### src/isingm_pkg.sv
// ============================================================================
// isingm_pkg: shared types and constants for the Ising spin update block
// Lattice geometry, field widths, register indexes and the structs that pass
// between the front end, the request queue and the update engine.
// ============================================================================
`default_nettype none

package isingm_pkg;

    // Lattice geometry: SIDE by SIDE spins, one memory row per lattice row.
    localparam int SIDE_BITS = 7;
    localparam int SIDE      = 1 << SIDE_BITS;
    localparam int RAND_BITS = 16;

    // Field widths fixed by the interface.
    localparam int ROW_FIELD_W  = 7;
    localparam int COL_FIELD_W  = 7;
    localparam int RAND_FIELD_W = 16;
    localparam int THRESH_W     = 16;
    localparam int DE_W         = 5;
    localparam int MAG_W        = 16;
    localparam int ENERGY_W     = 17;
    localparam int IN_TDATA_W   = 32;
    localparam int OUT_TDATA_W  = 40;
    localparam int CFG_IDX_W    = 1;

    // Request queue between front end and update engine.
    localparam int QUEUE_DEPTH = 2;
    localparam int QPTR_W      = (QUEUE_DEPTH > 1) ? $clog2(QUEUE_DEPTH) : 1;
    localparam int QCNT_W      = $clog2(QUEUE_DEPTH + 1);

    // Reset values: all spins up.
    localparam logic signed [MAG_W-1:0]    MAG_RESET    = MAG_W'(SIDE * SIDE);
    localparam logic signed [ENERGY_W-1:0] ENERGY_RESET = ENERGY_W'(-2 * SIDE * SIDE);
    localparam logic [THRESH_W-1:0]        THRESH_FOUR_RESET  = THRESH_W'(4555);
    localparam logic [THRESH_W-1:0]        THRESH_EIGHT_RESET = THRESH_W'(317);

    // Energy change that selects the threshold in register 0, THRESH_FOUR.
    localparam logic signed [DE_W-1:0] DE_FOUR = DE_W'(4);

    typedef enum logic [CFG_IDX_W-1:0] {
        REG_THRESH_FOUR  = 1'b0,
        REG_THRESH_EIGHT = 1'b1
    } t_cfg_reg;

    typedef logic [SIDE_BITS-1:0] t_coord;

    // One classified site request: the site and its wrapped neighbours.
    typedef struct packed {
        t_coord               row;
        t_coord               row_nx;
        t_coord               row_pv;
        t_coord               col;
        t_coord               col_nx;
        t_coord               col_pv;
        logic [RAND_BITS-1:0] rnd;
    } t_req;

    typedef struct packed {
        logic [THRESH_W-1:0] four;
        logic [THRESH_W-1:0] eight;
    } t_thresh;

    // Result beat, packed so that the last field lands in the lowest bits.
    typedef struct packed {
        logic signed [ENERGY_W-1:0] total_energy;
        logic signed [MAG_W-1:0]    magnetization_sum;
        logic signed [DE_W-1:0]     energy_change;
        logic                       new_spin;
        logic                       flipped;
    } t_result;

endpackage

`default_nettype wire

### src/isingm_queue.sv
// ============================================================================
// isingm_queue: request queue
// A short first-in first-out buffer between the front end and the engine.
// ============================================================================
`default_nettype none

module isingm_queue
    import isingm_pkg::*;
(
    input  wire logic i_clk,
    input  wire logic i_rst_n,
    input  wire logic i_push_valid,
    output logic      o_push_ready,
    input  wire t_req i_push_data,
    output logic      o_pop_valid,
    input  wire logic i_pop,
    output t_req      o_pop_data
);

    t_req              r_slot [QUEUE_DEPTH];
    logic [QPTR_W-1:0] r_wr_ptr;
    logic [QPTR_W-1:0] r_rd_ptr;
    logic [QCNT_W-1:0] r_count;
    logic              push;
    logic              pop;

    assign o_push_ready = (r_count != QCNT_W'(QUEUE_DEPTH));
    assign o_pop_valid  = (r_count != '0);
    assign push         = i_push_valid && o_push_ready;
    assign pop          = i_pop && o_pop_valid;
    assign o_pop_data   = r_slot[r_rd_ptr];

    always_ff @(posedge i_clk) begin
        if (!i_rst_n) begin
            r_wr_ptr <= '0;
            r_rd_ptr <= '0;
            r_count  <= '0;
        end else begin
            if (push) begin
                r_wr_ptr <= (r_wr_ptr == QPTR_W'(QUEUE_DEPTH - 1)) ? '0 : r_wr_ptr + QPTR_W'(1);
            end
            if (pop) begin
                r_rd_ptr <= (r_rd_ptr == QPTR_W'(QUEUE_DEPTH - 1)) ? '0 : r_rd_ptr + QPTR_W'(1);
            end
            if (push && !pop) begin
                r_count <= r_count + QCNT_W'(1);
            end else if (pop && !push) begin
                r_count <= r_count - QCNT_W'(1);
            end
        end
        if (push) begin
            r_slot[r_wr_ptr] <= i_push_data;
        end
    end

endmodule

`default_nettype wire

### config.mk
export PLATFORM = sky130hd
export DESIGN_NAME = isingm_queue
export DESIGN_NICKNAME = d
export VERILOG_FILES = /design/src/isingm_pkg.sv /design/src/isingm_queue.sv
export SDC_FILE = /design/constraint.sdc
export NUM_CORES = 1
export LEC_CHECK = 0
export ABC_CLOCK_PERIOD_IN_PS = 3400
export CELL_PAD_IN_SITES_DETAIL_PLACEMENT = 1
export CELL_PAD_IN_SITES_GLOBAL_PLACEMENT = 2
export CORE_MARGIN = 2
export CORE_UTILIZATION = 45
export DETAILED_ROUTE_END_ITERATION = 16
export DONT_BUFFER_PORTS = 1
export PLACE_DENSITY = 0.84
export REMOVE_ABC_BUFFERS = 1
export SLEW_MARGIN = 10
export SYNTH_ARGS = -nofsm -noshare
export SYNTH_HDL_FRONTEND = slang
export SYNTH_SLANG_ARGS = --single-unit
### constraint.sdc
create_clock -name i_clk -period 3.4 [get_ports i_clk]
set_input_delay 0.68 -clock i_clk [delete_from_list [all_inputs] [get_ports i_clk]]
set_output_delay 0.68 -clock i_clk [all_outputs]
set_load 0.01 [all_outputs]
==> impl_metrics.yaml <==
clock_network:
  clkTransAtPathRegs_ns: 0.06
  cts_buf_count: 17
  tritoncts: "yes"
  h-tree-depth: 4
  cts_buffer_depth: 2
  cts_hold_repair.buffers: 0
  cts-resized-gates: 0
  ctsRootBufferMaster: "sky130_fd_sc_hd__clkbuf_8"
  cts.sinks: 121
  cts_setup_buffers: 0
  worst_skew_pair_latency_ns: 0.49
timing:
  finalWorstSetupSlack_ns: 0.736
  clock-skew-final_ns: 0.00548
  worstMarginPinSlew_ns: 0.707
  max_slew_margin: 0.529
  timing_hold_violations_final: 0
  setup-violations-final: 0
  tns_ns: 0
  final_min_period_over_clock_period: 0.784
  period_needed_ns: 2.66
  tightest_hold_margin_ns: 0.277
  final-max-slew-violation-count: 0
  rsz0062_at_grt: "no"
  maxClockFrequency_mhz: 375
cells_and_area:
  post_synthesis_to_final_layout_area_growth_pct: 17.1
  drive_above_1_share: 0.408
  final_nets: 283
  n_fill_cell: 867
  antenna-diode-count: 0
grt:
  grt_pass1_vias: 2029
  grt-ovfl-total: 0
  gr-usage-all-layers: 0.142
  antenna_found_initial: 0
  grt_pass1_wl_um: 10600
  grt_start_max_net_pins: 33
die:
  die_w_um: 103
  core-area_mm2: 0.00964
  fp-row-count: 36
  initial_core_util: 0.459
  fp.dieArea_mm2: 0.0106
  chipHeight_um: 103
  design.portCount: 122
logic_synthesis:
  ys.warnings.count: 0
  synthDominantAreaCellType: "sky130_fd_sc_hd__edfxtp_1"
  ys_top_cells_by_area: "sky130_fd_sc_hd__edfxtp_1, sky130_fd_sc_hd__mux2_2, sky130_fd_sc_hd__dfxtp_1"
  mappedNetlistArea_mm2: 0.00442
  syn-mean-instance-area_um2: 21.7
  synth-seq-cells: 121
  postSynthCellCount: 204
  synth_top_area_frac: 0.787
  yosysSeqAreaShare: 0.810
  synth_cell_type_count: 21
detailed_routing:
  postRouteWirelength_um: 7320
  antenna_viol_nets_final: 0
  drt-initial-drc-count: 31
  dr_total_vias: 1856
  detail_route.vias_per_cell: 5.07
  wl_per_cell_um: 20.0
  first_pass_iters: 4
  number_of_remaining_drc_errors: 0
power:
  power_density_mw_per_mm2: 847
  leakage_nw: 1.70
  vdd_ir_drop_max_uv: 485
critical_path:
  worst-setup-path-type: "flop to primary output"
  timing.critical_path.arrival_ns: 1.98
  crit_required_ns: 2.72
  critPathSlowestCell: "sky130_fd_sc_hd__dfxtp_2"
  reg2reg_end: "r_slot[1][41]"
  worstSetupStartpointType: "flop"
  r2r_cells: 3
  critPathCaptureType: "primary output"
  critical_path_max_stage_delay_ns: 0.79
  minimum_setup_slack_among_reg_to_reg_paths_ns: 1.48
  timing.critical_path.fanout_max: 32
  worst_r2r_startpoint: "r_count[0]"
  timing.critical_path.cells: "buf_12 -> mux2_2"
job:
  maxCapViolations: 0
place:
  io_port_bufs: 0
  dp.final_hpwl_um: 4800
  preCtsSetupSlack_ns: 1.22
  routabilityCongestion: 0.724
hold_path:
  min_path_cells: 0
  hold_path.class: "primary input to flop"
  holdPathEnd: "r_slot[0][6]"
  holdCritStartpoint: "i_push_data[6]"
status:
  outcome: "completed"
[kinds of logic (layout without fill, tap and decap cells)]
group / count (synthesis) / count (layout) / synth area share
mux: 58 / 58 / 0.148
buf+inv: 7 / 36 / 0.0110
fa+ha+maj: 1 / 1 / 0.00283
flops: 121 / 121 / 0.810
simple gates: 9 / 9 / 0.0147
xor+xnor: 3 / 3 / 0.00594
compound gates: 5 / 5 / 0.00792
[metrics by stage]
step	power [mW]	cell area [um^2]	instances	utilization
floorplan	2.56	4380	198	-
finish	4.39	5180	366	0.538
detailed placement	2.74	4610	334	0.478
global route	4.58	5180	366	0.538
global placement	2.71	4610	334	0.478
CTS	4.46	5180	366	0.538
[placed cells by master (no fill, tap or decap)]
cell,netlist,routed
sky130_fd_sc_hd__o21ai_0,1,1
sky130_fd_sc_hd__clkinv_1,0,3
sky130_fd_sc_hd__a21boi_0,1,1
sky130_fd_sc_hd__or3_1,1,1
sky130_fd_sc_hd__clkbuf_1,0,1
sky130_fd_sc_hd__clkbuf_8,0,1
sky130_fd_sc_hd__xnor2_1,2,2
sky130_fd_sc_hd__ha_1,1,1
sky130_fd_sc_hd__edfxtp_1,116,116
sky130_fd_sc_hd__o21ai_1,1,1
sky130_fd_sc_hd__and2_1,4,4
sky130_fd_sc_hd__clkinv_2,0,3
sky130_fd_sc_hd__or2_2,1,1
sky130_fd_sc_hd__buf_12,0,3
sky130_fd_sc_hd__mux2_2,58,58
sky130_fd_sc_hd__dfxtp_2,0,1
sky130_fd_sc_hd__clkinv_4,0,2
sky130_fd_sc_hd__nand2b_4,1,1
sky130_fd_sc_hd__clkbuf_16,0,16
sky130_fd_sc_hd__nand3b_1,1,1
sky130_fd_sc_hd__bufinv_16,0,3
sky130_fd_sc_hd__xor2_1,1,1
sky130_fd_sc_hd__inv_2,0,1
sky130_fd_sc_hd__and3_2,0,1
sky130_fd_sc_hd__a21boi_1,1,1
sky130_fd_sc_hd__a21bo_2,1,1
sky130_fd_sc_hd__clkinvlp_4,0,3
sky130_fd_sc_hd__dfxtp_1,5,4
[sequential cells by signal, indices dropped and copies added (netlist names), named ones only]
signal	count
r_slot	116
r_count	2
r_rd_ptr	1
r_wr_ptr	1
[Yosys cell counts]
| cell type | number |
|---|---|
| sky130_fd_sc_hd__and3_1 | 1 |
| sky130_fd_sc_hd__or2_2 | 1 |
| sky130_fd_sc_hd__o21ai_1 | 1 |
| sky130_fd_sc_hd__nand3b_1 | 1 |
| sky130_fd_sc_hd__dfxtp_1 | 5 |
| sky130_fd_sc_hd__a21boi_1 | 1 |
| sky130_fd_sc_hd__or3_1 | 1 |
| sky130_fd_sc_hd__xor2_1 | 1 |
| sky130_fd_sc_hd__ha_1 | 1 |
| sky130_fd_sc_hd__a21bo_2 | 1 |
| sky130_fd_sc_hd__inv_1 | 1 |
| sky130_fd_sc_hd__xnor2_1 | 2 |
| sky130_fd_sc_hd__buf_6 | 2 |
| sky130_fd_sc_hd__a21boi_0 | 1 |
| sky130_fd_sc_hd__edfxtp_1 | 116 |
| sky130_fd_sc_hd__buf_4 | 1 |
| sky130_fd_sc_hd__and2_1 | 4 |
| sky130_fd_sc_hd__o21ai_0 | 1 |
| sky130_fd_sc_hd__mux2_2 | 58 |
| sky130_fd_sc_hd__nand2b_4 | 1 |
| sky130_fd_sc_hd__buf_2 | 3 |
[critical path, delay by kind of cell, from the launching register on]
kind,cells,cell delay [ns]
flops,1,0.79
mux,1,0.40
buf+inv,1,0.29
[worst max-delay path by stage]
| stage | from | cells past startpoint | slack (ns) | endpoint |
|---|---|---|---|---|
| global placement | flop | 2 | 1.23 | o_pop_data[55] |
| floorplan | flop | 1 | 0.73 | o_pop_data[0] |
| detailed placement | flop | 2 | 1.22 | o_pop_data[38] |
| finish | flop | 2 | 0.74 | o_pop_data[40] |
| global route | flop | 2 | 0.60 | o_pop_data[22] |
| CTS | flop | 2 | 0.67 | o_pop_data[38] |
[power breakdown]
part	switching (mW)	leakage, nW	internal [mW]
clock	0.592	0.273	1.10
sequential	0.104	1.12	1.87
combinational	0.398	0.299	0.323
total	1.09	1.70	3.29
[final cells by class]
cell class / instances / area [um^2] / share of cell area
clock buffer: 18 / 418 / 0.0806
clock inverter: 14 / 156 / 0.0302
inverter: 1 / 3.75 / 0.000724
multi-input combinational: 76 / 793 / 0.153
sequential: 121 / 3580 / 0.692
tap: 133 / 166 / 0.0321
timing repair buffer: 3 / 60.1 / 0.0116
[routing by layer]
metal / track usage / vias up / routed length [um]
met1: 0.143 / 925 / 2660
met4: 0.0668 / 0 / 130
met3: 0.0753 / 14 / 783
met2: 0.243 / 81 / 3740
met5: 0 / - / 0
li1: - / 836 / -
No activity file was read; power rests on OpenSTA's default activity.
