==> src/isingm_pkg.sv <==
// ============================================================================
// isingm_pkg: shared types and constants for the Ising spin update block
// Lattice geometry, field widths, register indexes and the structs that pass
// between the front end, the request queue and the update engine.
// ============================================================================
`default_nettype none

package isingm_pkg;

    // Lattice geometry: SIDE by SIDE spins, one memory row per lattice row.
    localparam int SIDE_BITS = 7;
    localparam int SIDE      = 1 << SIDE_BITS;
    localparam int RAND_BITS = 16;

    // Field widths fixed by the interface.
    localparam int ROW_FIELD_W  = 7;
    localparam int COL_FIELD_W  = 7;
    localparam int RAND_FIELD_W = 16;
    localparam int THRESH_W     = 16;
    localparam int DE_W         = 5;
    localparam int MAG_W        = 16;
    localparam int ENERGY_W     = 17;
    localparam int IN_TDATA_W   = 32;
    localparam int OUT_TDATA_W  = 40;
    localparam int CFG_IDX_W    = 1;

    // Request queue between front end and update engine.
    localparam int QUEUE_DEPTH = 2;
    localparam int QPTR_W      = (QUEUE_DEPTH > 1) ? $clog2(QUEUE_DEPTH) : 1;
    localparam int QCNT_W      = $clog2(QUEUE_DEPTH + 1);

    // Reset values: all spins up.
    localparam logic signed [MAG_W-1:0]    MAG_RESET    = MAG_W'(SIDE * SIDE);
    localparam logic signed [ENERGY_W-1:0] ENERGY_RESET = ENERGY_W'(-2 * SIDE * SIDE);
    localparam logic [THRESH_W-1:0]        THRESH_FOUR_RESET  = THRESH_W'(4555);
    localparam logic [THRESH_W-1:0]        THRESH_EIGHT_RESET = THRESH_W'(317);

    // Energy change that selects the threshold in register 0, THRESH_FOUR.
    localparam logic signed [DE_W-1:0] DE_FOUR = DE_W'(4);

    typedef enum logic [CFG_IDX_W-1:0] {
        REG_THRESH_FOUR  = 1'b0,
        REG_THRESH_EIGHT = 1'b1
    } t_cfg_reg;

    typedef logic [SIDE_BITS-1:0] t_coord;

    // One classified site request: the site and its wrapped neighbours.
    typedef struct packed {
        t_coord               row;
        t_coord               row_nx;
        t_coord               row_pv;
        t_coord               col;
        t_coord               col_nx;
        t_coord               col_pv;
        logic [RAND_BITS-1:0] rnd;
    } t_req;

    typedef struct packed {
        logic [THRESH_W-1:0] four;
        logic [THRESH_W-1:0] eight;
    } t_thresh;

    // Result beat, packed so that the last field lands in the lowest bits.
    typedef struct packed {
        logic signed [ENERGY_W-1:0] total_energy;
        logic signed [MAG_W-1:0]    magnetization_sum;
        logic signed [DE_W-1:0]     energy_change;
        logic                       new_spin;
        logic                       flipped;
    } t_result;

endpackage

`default_nettype wire

==> src/isingm_front.sv <==
// ============================================================================
// isingm_front: input stage
// Takes site beats, wraps the neighbour coordinates and hands the request on.
// ============================================================================
`default_nettype none

module isingm_front
    import isingm_pkg::*;
(
    input  wire logic                  i_clk,
    input  wire logic                  i_rst_n,
    input  wire logic                  i_enable,
    input  wire logic                  s_axis_tvalid,
    output logic                       s_axis_tready,
    input  wire logic [IN_TDATA_W-1:0] s_axis_tdata,
    output logic                       o_req_valid,
    output t_req                       o_req,
    input  wire logic                  i_req_ready
);

    logic r_valid;
    t_req r_req;
    t_req n_req;
    logic accept;

    assign s_axis_tready = i_enable && (!r_valid || i_req_ready);
    assign accept        = s_axis_tvalid && s_axis_tready;

    // Each index field is SIDE_BITS wide, so all of its bits address the lattice.
    always_comb begin
        n_req.row    = s_axis_tdata[SIDE_BITS-1:0];
        n_req.col    = s_axis_tdata[ROW_FIELD_W +: SIDE_BITS];
        n_req.rnd    = s_axis_tdata[ROW_FIELD_W + COL_FIELD_W +: RAND_BITS];
        n_req.row_nx = n_req.row + t_coord'(1);
        n_req.row_pv = n_req.row - t_coord'(1);
        n_req.col_nx = n_req.col + t_coord'(1);
        n_req.col_pv = n_req.col - t_coord'(1);
    end

    always_ff @(posedge i_clk) begin
        if (!i_rst_n) begin
            r_valid <= 1'b0;
        end else if (!r_valid || i_req_ready) begin
            r_valid <= accept;
        end
        if (accept) begin
            r_req <= n_req;
        end
    end

    assign o_req_valid = r_valid;
    assign o_req       = r_req;

endmodule

`default_nettype wire

==> config.mk <==
export PLATFORM = sky130hd
export DESIGN_NAME = isingm_front
export DESIGN_NICKNAME = d
export VERILOG_FILES = /design/src/isingm_pkg.sv /design/src/isingm_front.sv
export SDC_FILE = /design/constraint.sdc
export NUM_CORES = 1
export LEC_CHECK = 0
export ABC_CLOCK_PERIOD_IN_PS = 3900
export BUFFER_PORTS_ARGS = -buffer_cell sky130_fd_sc_hd__buf_2
export CAP_MARGIN = 5
export CORE_MARGIN = 2
export CORE_UTILIZATION = 42
export CTS_BUF_LIST = sky130_fd_sc_hd__clkbuf_16
export DETAILED_ROUTE_END_ITERATION = 10
export PLACE_DENSITY = 0.76
export SYNTH_ARGS = -nofsm -noshare
export SYNTH_HDL_FRONTEND = slang
export SYNTH_SLANG_ARGS = --single-unit
==> constraint.sdc <==
create_clock -name i_clk -period 3.9 [get_ports i_clk]
set_input_delay 0.78 -clock i_clk [delete_from_list [all_inputs] [get_ports i_clk]]
set_output_delay 0.78 -clock i_clk [all_outputs]
set_load 0.005 [all_outputs]
==> out/metrics.csv, run 1 <==
stage,metric,value,unit
setup_path,CP Max Fanout,3,
synthesis,Post-synth EDFFs,56,
global_routing,All-Layer GR Usage,0.147,
placed_design,Placed Area,2680,um2
finish,diode count,0,
finish,# nets final,261,
synthesis,distinct cell type count after synthesis,22,
clock_network,clk_lat worst skew,310,ps
routing,number of detailed-route iterations in the first pass,4,
clock_network,Clock Path Buffers,2,
clock_network,CTS sink count,57,
finish,Layout Utilization,0.607,
setup_path,endpoint class of the critical path,output port,
routing,DRC,0,
synthesis,"FF+latch count, synth",57,
clock_network,hold buffer count at CTS,0,
timing,# setup viols final,0,
synthesis,Synth Cell Area,2140,um2
power_and_ir_drop,Max VDD drop,0.270,mV
setup_path,CP Cell Sequence,buf_2 -> nand2b_1 -> and2_1 -> buf_2,
synthesis,post-synthesis average cell area,18.1,um2
die,initial core utilization,0.444,
synthesis,share of the yosys chip area belonging to registers,0.795,
clock_network,post-CTS resize count,0,
global_routing,first-pass GRT wire length,5810,um
timing,Slew HR,0.547,
synthesis,Post-synth ARST share,0,
die,row cnt,25,
routing,Iter 0 DRT Violations,73,
finish,area delta synth->final,36.7,%
synthesis,Syn Nets,159,
routing,post-route ant nets,0,
timing,Fin. Hold Viols,0,
synthesis,leading register cell type out of synthesis,edfxtp_1,
finish,Finished Layout Cells,291,
timing,RSZ-0062 raised after global routing,no,
finish,Fillers,414,
power_and_ir_drop,PD cells,495,nW/um2
finish,"most common cell after layout, fill and taps aside",buf_2,
timing,final period utilization,0.534,
timing,Tmin final,2080,ps
die,# IOs,97,
finish,register area,1700,um2
placed_design,Final HPWL DP,2700,um
routing,Routed WL,3840,um
setup_path,max incr delay on CP,160,ps
global_routing,vias in the first global route,1253,
die,Die X,75.4,um
routing,vias per cell,4.54,
timing,Worst-Margin Slew,679,ps
global_routing,M1 GR Usage,0.165,
timing,f_max,0.480,GHz
die,chip height,75.4,um
clock_network,TritonCTS clock tree,done,
synthesis,Synth Instances,118,
hold_path,hold crit path type,reg2reg,
clock_network,number of buffers added for setup after CTS,0,
global_routing,M3 GR Usage,0.0661,
die,die area,5680,um2
placed_design,RD Place Congestion,0.752,
finish,most frequent cells in the layout,"buf_2, edfxtp_1, xnor2_1, inv_1, clkbuf_16",
clock_network,cell chosen for the clock root,clkbuf_16,
global_routing,most used routing layer,met2,
global_routing,M2 GR Usage,0.219,
setup_path,Most common cell on crit path,buf_2,
finish,design area,2930,um2
global_routing,initial antenna violation count,0,
clock_network,clk slew on worst S/H paths,50,ps
timing,Setup TNS Final,0,ps
finish,Multi-input gate area,392,um2
die,Core ar.,4820,um2
placed_design,dpl cells,276,
setup_path,WP data arrival,1300,ps
timing,Clock Skew,5.59,ps
setup_path,Startpoint Class,primary input,
synthesis,Synth Warn #,0,
job,Max Cap Violations,0,
placed_design,PortBufs,94,
setup_path,WS Path Type,in2out,
timing,final slew viol count,0,
setup_path,CP max stage cell,and2_1,
clock_network,total CTS buffers,9,
global_routing,pin count of the biggest net entering global routing,57,
clock_network,H-tree depth,3,
status,status,completed,
finish,layout cells sized above 1,0.482,
routing,Wirelength per Cell,13.2,um
global_routing,total gr overflow,0,
setup_path,"Req. time, crit path",3120,ps
power_and_ir_drop,leakage,1.23,nW
routing,Via Count,1320,
registers in the layout (all words and copies together) (netlist names):
signal	count
o_req_valid	1
o_req	56
layout make-up:
type,instances,area share
clock buffers,9,0.0770
clock inverters,6,0.00770
inverters,6,0.00770
multi-input cells,51,0.134
flip-flops and latches,57,0.582
well taps,67,0.0287
repair buffers,95,0.163
critical path: cells and delay by family:
family	cells	cell delay, ps
AND/OR/NAND/NOR	2	310
buffers and inverters	2	210
cell families (layout without fill, tap and decap cells):
kind of cell	Yosys count	after routing	synth area share
adder cells (fa/ha/maj)	4	4	0.0234
buffers and inverters	10	116	0.0251
XOR/XNOR	20	20	0.0819
AO/OA/AOI/OAI	1	1	0.00351
flip-flops	57	57	0.795
AND/OR/NAND/NOR	26	26	0.0708
Yosys cell counts, types with 2 or more instances:
| cell type | count | area (um2) |
|---|---|---|
| and3_1 | 2 | 12.5 |
| buf_4 | 2 | 15.0 |
| edfxtp_1 | 56 | 1680 |
| ha_1 | 4 | 50.1 |
| inv_1 | 6 | 22.5 |
| nand2_1 | 3 | 11.3 |
| nand3_1 | 8 | 40.0 |
| nand3b_1 | 2 | 15.0 |
| nor2_1 | 2 | 7.51 |
| nor3_1 | 3 | 15.0 |
| xnor2_1 | 13 | 114 |
| xor2_1 | 7 | 61.3 |
power breakdown:
group          total [mW]  internal, mW  switching, mW
Clock               0.631         0.409          0.222
Sequential          0.717         0.711        0.00599
Combinational       0.100        0.0455         0.0547
metrics by stage:
| step | hold slack (ps) | worst slack (ps) | power [mW] |
|---|---|---|---|
| 6_report | 529 | 1820 | 1.45 |
| 5_1_grt | 570 | 1790 | 1.51 |
| 4_1_cts | 536 | 1810 | 1.47 |
| 3_5_place_dp | 530 | 1820 | 0.830 |
| 3_3_place_gp | 520 | 1820 | 0.826 |
| 2_1_floorplan | 501 | 16.7 | 0.773 |
routing by layer:
layer,vias up,share of wire
met5,-,0
met4,0,0.028
met3,11,0.096
met2,58,0.49
met1,615,0.39
li1,636,-
final timing paths:
kind | startpoint | to | slack [ps] | depth (start not counted)
min reg2reg | o_req_valid | o_req_valid | 530 | 2
max reg2reg | o_req_valid | o_req[46] | 2420 | 3
max | i_req_ready | s_axis_tready | 1820 | 4
min | o_req_valid | o_req_valid | 530 | 2
Power figures use the tool's default switching activity.
==> run 2: changes to the inputs <==
ABC_CLOCK_PERIOD_IN_PS = 1800   (was 3900)
clock period = 1.8 ns   (was 3.9 ns; I/O delays follow)
==> run 2 against run 1 <==
  * Combinational power grew 120%
  * Clock power grew 120%
  * Routed wire length shrank 0.70%
  * Design area grew 0.90%
  * First-iteration DRC count shrank 27%
  * Non-clock buffer count grew 1
  * Total power grew 120%
  * Final cell count grew 0.69%
==> out/metrics.csv, run 2 (synthesis results as in run 1) <==
stage,metric,value,unit,change
clock_network,clk_lat worst skew,310,ps,about the same
timing,final period utilization,0.747,,
timing,# setup viols final,0,,unchanged
timing,setup ws final,456,ps,was 1820 ps
power_and_ir_drop,leakage,1.23,nW,about the same
routing,Iter 0 DRT Violations,53,,was 73
power_and_ir_drop,Total Power,3.16,mW,was 1.45 mW
power_and_ir_drop,Max VDD drop,0.818,mV,was 0.270 mV
timing,Worst Hold Slack,220,ps,was 529 ps
clock_network,cell chosen for the clock root,clkbuf_16,,unchanged
die,initial core utilization,0.444,,unchanged
die,die area,5680,um2,unchanged
clock_network,clk slew on worst S/H paths,50,ps,about the same
timing,Tmin final,1340,ps,
clock_network,H-tree depth,3,,unchanged
clock_network,number of buffers added for setup after CTS,0,,unchanged
routing,Routed WL,3810,um,was 3840 um
clock_network,post-CTS resize count,0,,unchanged
setup_path,Startpoint Class,flop,,was primary input
routing,DRC,0,,unchanged
routing,vias per cell,4.44,,was 4.54
hold_path,HP Start,s_axis_tdata[23],,was o_req_valid
clock_network,hold buffer count at CTS,0,,unchanged
global_routing,pin count of the biggest net entering global routing,32,,was 57
setup_path,WP data arrival,980,ps,was 1300 ps
die,Die X,75.4,um,unchanged
placed_design,Final HPWL DP,2870,um,was 2700 um
clock_network,CTS sink count,57,,unchanged
finish,# nets final,262,,was 261
global_routing,vias in the first global route,1234,,was 1253
setup_path,WS Path Type,reg2out,,was in2out
clock_network,TritonCTS clock tree,done,,unchanged
finish,"most common cell after layout, fill and taps aside",buf_2,,unchanged
timing,Slew HR,0.798,,was 0.547
power_and_ir_drop,PD cells,1070,nW/um2,was 495 nW/um2
die,row cnt,25,,unchanged
clock_network,total CTS buffers,9,,unchanged
hold_path,Hold Path Sink,o_req[9],,was o_req_valid
finish,diode count,0,,unchanged
timing,Clock Skew,5.61,ps,was 5.59 ps
die,# IOs,97,,unchanged
placed_design,PortBufs,94,,unchanged
setup_path,Critical R2R Launch,o_req_valid,,unchanged
timing,RSZ-0062 raised after global routing,no,,unchanged
die,chip height,75.4,um,unchanged
routing,post-route ant nets,0,,unchanged
placed_design,RD Place Congestion,0.705,,was 0.752
timing,f_max,0.744,GHz,
global_routing,total gr overflow,0,,unchanged
setup_path,"Req. time, crit path",1440,ps,was 3120 ps
setup_path,CP Max Fanout,3,,unchanged
finish,Layout Utilization,0.613,,was 0.607
status,status,completed,,unchanged
global_routing,first-pass GRT wire length,5550,um,was 5810 um
setup_path,endpoint class of the critical path,output port,,unchanged
job,Max Cap Violations,0,,unchanged
setup_path,FF-to-FF End,o_req[24],,was o_req[46]
setup_path,R2R depth,3,,unchanged
hold_path,hold crit path type,in2reg,,was reg2reg
die,Core ar.,4820,um2,unchanged
finish,most frequent cells in the layout,"buf_2, edfxtp_1, xnor2_1, clkbuf_16, nand3_1",,"was buf_2, edfxtp_1, xnor2_1, inv_1, clkbuf_16"
routing,Wirelength per Cell,13.0,um,was 13.2 um
finish,layout cells sized above 1,0.491,,was 0.482
timing,Fin. Hold Viols,0,,unchanged
timing,final slew viol count,0,,unchanged
clock_network,Clock Path Buffers,2,,unchanged
global_routing,initial antenna violation count,0,,unchanged
routing,Via Count,1300,,was 1320
routing,number of detailed-route iterations in the first pass,4,,unchanged
finish,Fillers,411,,was 414
setup_path,Reg2Reg Setup Slack,570,ps,was 2420 ps
timing,Setup TNS Final,0,ps,unchanged
finish,max reg flops,56,,unchanged
hold_path,Hold Path Cell Cnt,1,,was 2
timing,Worst-Margin Slew,303,ps,was 679 ps
placed_design,Placement Setup Slack,370,ps,was 1820 ps
finish,area delta synth->final,38.0,%,was 36.7%
global_routing,All-Layer GR Usage,0.144,,was 0.147
## run 2: worst max-delay path by stage
stage                startpoint            end  slack (ps)
finish              o_req_valid  s_axis_tready         460
floorplan           i_req_ready       o_req[0]          30
CTS                 o_req_valid  s_axis_tready         430
global placement    i_req_ready      o_req[17]         400
detailed placement  i_req_ready      o_req[30]         370
global route        o_req_valid  s_axis_tready         390
## run 2: worst max-delay path, stage by stage, from the launching register on
cell,delay (ps)
dfxtp_1,320
nand2b_1,80
and2_1,160
buf_2,120
## run 2: report_power, final
| part | switching [mW] | leakage [nW] | internal [mW] | total [mW] |
|---|---|---|---|---|
| clock | 0.490 | 0.130 | 0.893 | 1.38 |
| combinational | 0.119 | 0.570 | 0.104 | 0.223 |
| sequential | 0.0126 | 0.532 | 1.54 | 1.55 |
| total | 0.622 | 1.23 | 2.54 | 3.16 |
## run 2: routing by layer
metal | part of all wire | vias to the layer above | track usage | wire length (um)
li1 | - | 640 | - | -
met1 | 0.38 | 601 | 0.151 | 1440
met2 | 0.52 | 48 | 0.219 | 1960
met3 | 0.068 | 11 | 0.0661 | 259
met4 | 0.038 | 0 | 0.121 | 143
met5 | 0 | - | 0 | 0
## run 2: final cells by class
type | instances | area, um2 | share of cell area
Multi-Input combinational cell | 51 | 392 | 0.133
Timing Repair Buffer | 96 | 498 | 0.169
Tap cell | 67 | 83.8 | 0.0284
Clock inverter | 7 | 28.8 | 0.00975
Inverter | 6 | 22.5 | 0.00763
Clock buffer | 9 | 225 | 0.0763
Sequential cell | 57 | 1700 | 0.577
## run 2: metrics by stage
step,cells,cell area [um2]
global placement,277,2700
CTS,293,2950
global route,293,2950
finish,293,2950
floorplan,118,2150
detailed placement,277,2700
==> run 3: changes to the inputs <==
ABC_CLOCK_PERIOD_IN_PS = 1300   (was 1800)
CORE_UTILIZATION = 46   (was 42)
PLACE_DENSITY = 0.79   (was 0.76)
clock period = 1.3 ns   (was 1.8 ns; I/O delays follow)
==> run 3 against run 2 <==
  * Clock power increased by 36%
  * Design area decreased by 0.17%
  * Global-route usage about the same
  * Critical path depth unchanged
  * Largest power group unchanged
==> out/metrics.csv, run 3 (synthesis results as in run 1) <==
stage,metric,value,unit,change
clock_network,H-tree depth,3,,unchanged
die,row cnt,24,,was 25
power_and_ir_drop,PD cells,1470,nW/um2,was 1070 nW/um2
global_routing,All-Layer GR Usage,0.144,,about the same
power_and_ir_drop,switching share of power,0.192,,was 0.197
global_routing,first-pass GRT wire length,5590,um,was 5550 um
timing,Clock Skew,3.73,ps,was 5.61 ps
power_and_ir_drop,clock share of power,0.431,,was 0.438
finish,diode count,0,,unchanged
power_and_ir_drop,Comb pwr share,0.074,,was 0.071
power_and_ir_drop,sequential power share,0.496,,was 0.492
global_routing,vias in the first global route,1184,,was 1234
global_routing,pin count of the biggest net entering global routing,30,,was 32
finish,Finished Layout Cells,276,,was 293
clock_network,number of buffers added for setup after CTS,0,,unchanged
die,Core ar.,4410,um2,was 4820 um2
timing,Worst Hold Slack,131,ps,was 220 ps
hold_path,Hold Path Cell Cnt,1,,unchanged
setup_path,WS Path Type,reg2out,,unchanged
die,Die X,72.2,um,was 75.4 um
clock_network,TritonCTS clock tree,done,,unchanged
setup_path,WP data arrival,970,ps,was 980 ps
placed_design,dpl cells,264,,was 277
setup_path,endpoint class of the critical path,output port,,unchanged
timing,Slew HR,0.832,,was 0.798
setup_path,CP Max Fanout,3,,unchanged
timing,final slew viol count,0,,unchanged
setup_path,"Req. time, crit path",1040,ps,was 1440 ps
placed_design,Placement Setup Slack,36.5,ps,was 370 ps
routing,Wirelength per Cell,13.7,um,was 13.0 um
clock_network,Clock Path Buffers,2,,unchanged
setup_path,R2R depth,3,,unchanged
global_routing,initial antenna violation count,0,,unchanged
die,die area,5210,um2,was 5680 um2
timing,Worst-Margin Slew,250,ps,was 303 ps
routing,post-route ant nets,0,,unchanged
finish,"most common cell after layout, fill and taps aside",buf_2,,unchanged
power_and_ir_drop,leakage,1.24,nW,was 1.23 nW
timing,f_max,0.811,GHz,
clock_network,clk_lat worst skew,300,ps,was 310 ps
routing,Iter 0 DRT Violations,78,,was 53
clock_network,hold buffer count at CTS,0,,unchanged
power_and_ir_drop,Total Power,4.34,mW,was 3.16 mW
finish,area delta synth->final,37.7,%,was 38.0%
timing,Tmin final,1230,ps,
clock_network,total CTS buffers,9,,unchanged
routing,DRC,0,,unchanged
finish,layout cells sized above 1,0.509,,was 0.491
die,# IOs,97,,unchanged
routing,Via Count,1281,,was 1300
hold_path,hold crit path type,in2reg,,unchanged
routing,Routed WL,3790,um,was 3810 um
clock_network,clk slew on worst S/H paths,50,ps,about the same
finish,most frequent cells in the layout,"buf_2, edfxtp_1, xnor2_1, clkbuf_16, nand3_1",,unchanged
placed_design,RD Place Congestion,0.768,,was 0.705
finish,# nets final,264,,was 262
timing,final period utilization,0.949,,
die,initial core utilization,0.485,,was 0.444
timing,# setup viols final,0,,unchanged
global_routing,total gr overflow,0,,unchanged
placed_design,PortBufs,94,,unchanged
power_and_ir_drop,P_int,3.51,mW,was 2.54 mW
setup_path,Startpoint Class,flop,,unchanged
finish,Fillers,322,,was 411
clock_network,cell chosen for the clock root,clkbuf_16,,unchanged
placed_design,Final HPWL DP,2760,um,was 2870 um
clock_network,CTS sink count,57,,unchanged
finish,max reg flops,56,,unchanged
timing,Fin. Hold Viols,0,,unchanged
power_and_ir_drop,Max VDD drop,0.826,mV,was 0.818 mV
routing,vias per cell,4.64,,was 4.44
die,chip height,72.2,um,was 75.4 um
status,status,completed,,unchanged
job,Max Cap Violations,0,,unchanged
power_and_ir_drop,Sw Pwr,0.834,mW,was 0.622 mW
timing,RSZ-0062 raised after global routing,no,,unchanged
clock_network,post-CTS resize count,0,,unchanged
routing,number of detailed-route iterations in the first pass,4,,unchanged
timing,setup ws final,66.3,ps,was 456 ps
run 3: worst paths after layout:
path | to | start | slack (ps)
max | s_axis_tready | o_req_valid | 70
min | o_req[9] | s_axis_tdata[23] | 130
max reg2reg | o_req[8] | o_req_valid | 160
min reg2reg | o_req_valid | o_req_valid | 540
run 3: cell type report:
class / instances / area [um2] / share of cell area
flip-flops and latches: 57 / 1700 / 0.578
repair buffers: 98 / 526 / 0.178
multi-input cells: 51 / 392 / 0.133
clock buffers: 9 / 225 / 0.0764
well taps: 52 / 65.1 / 0.0221
inverters: 6 / 22.5 / 0.00764
clock inverters: 3 / 13.8 / 0.00467
run 3: routing by layer:
layer / track usage / routed length (um) / up-vias
met5: 0 / 0 / -
met4: 0.0755 / 55 / 0
met3: 0.0306 / 214 / 4
met2: 0.235 / 2040 / 47
met1: 0.180 / 1490 / 592
li1: - / - / 638
run 3: per-stage QoR:
stage | area, um2 | TNS [ps] | util
global route | 2950 | 0 | 0.668
global placement | 2710 | 0 | 0.613
finish | 2950 | 0 | 0.668
floorplan | 2150 | -21960 | -
detailed placement | 2710 | 0 | 0.613
CTS | 2950 | 0 | 0.668
run 3: power groups by stage:
stage	Clock, mW	Sequential (mW)	Combinational, mW
floorplan	0	2.20	0.115
global placement	0	2.18	0.314
detailed placement	0	2.18	0.325
CTS	1.91	2.15	0.326
global route	1.99	2.16	0.352
finish	1.87	2.15	0.319
run 3: worst max-delay path, stage by stage (launching register included):
cell	delay [ps]
dfxtp_2	320
nand2b_1	80
and2_1	160
buf_2	120
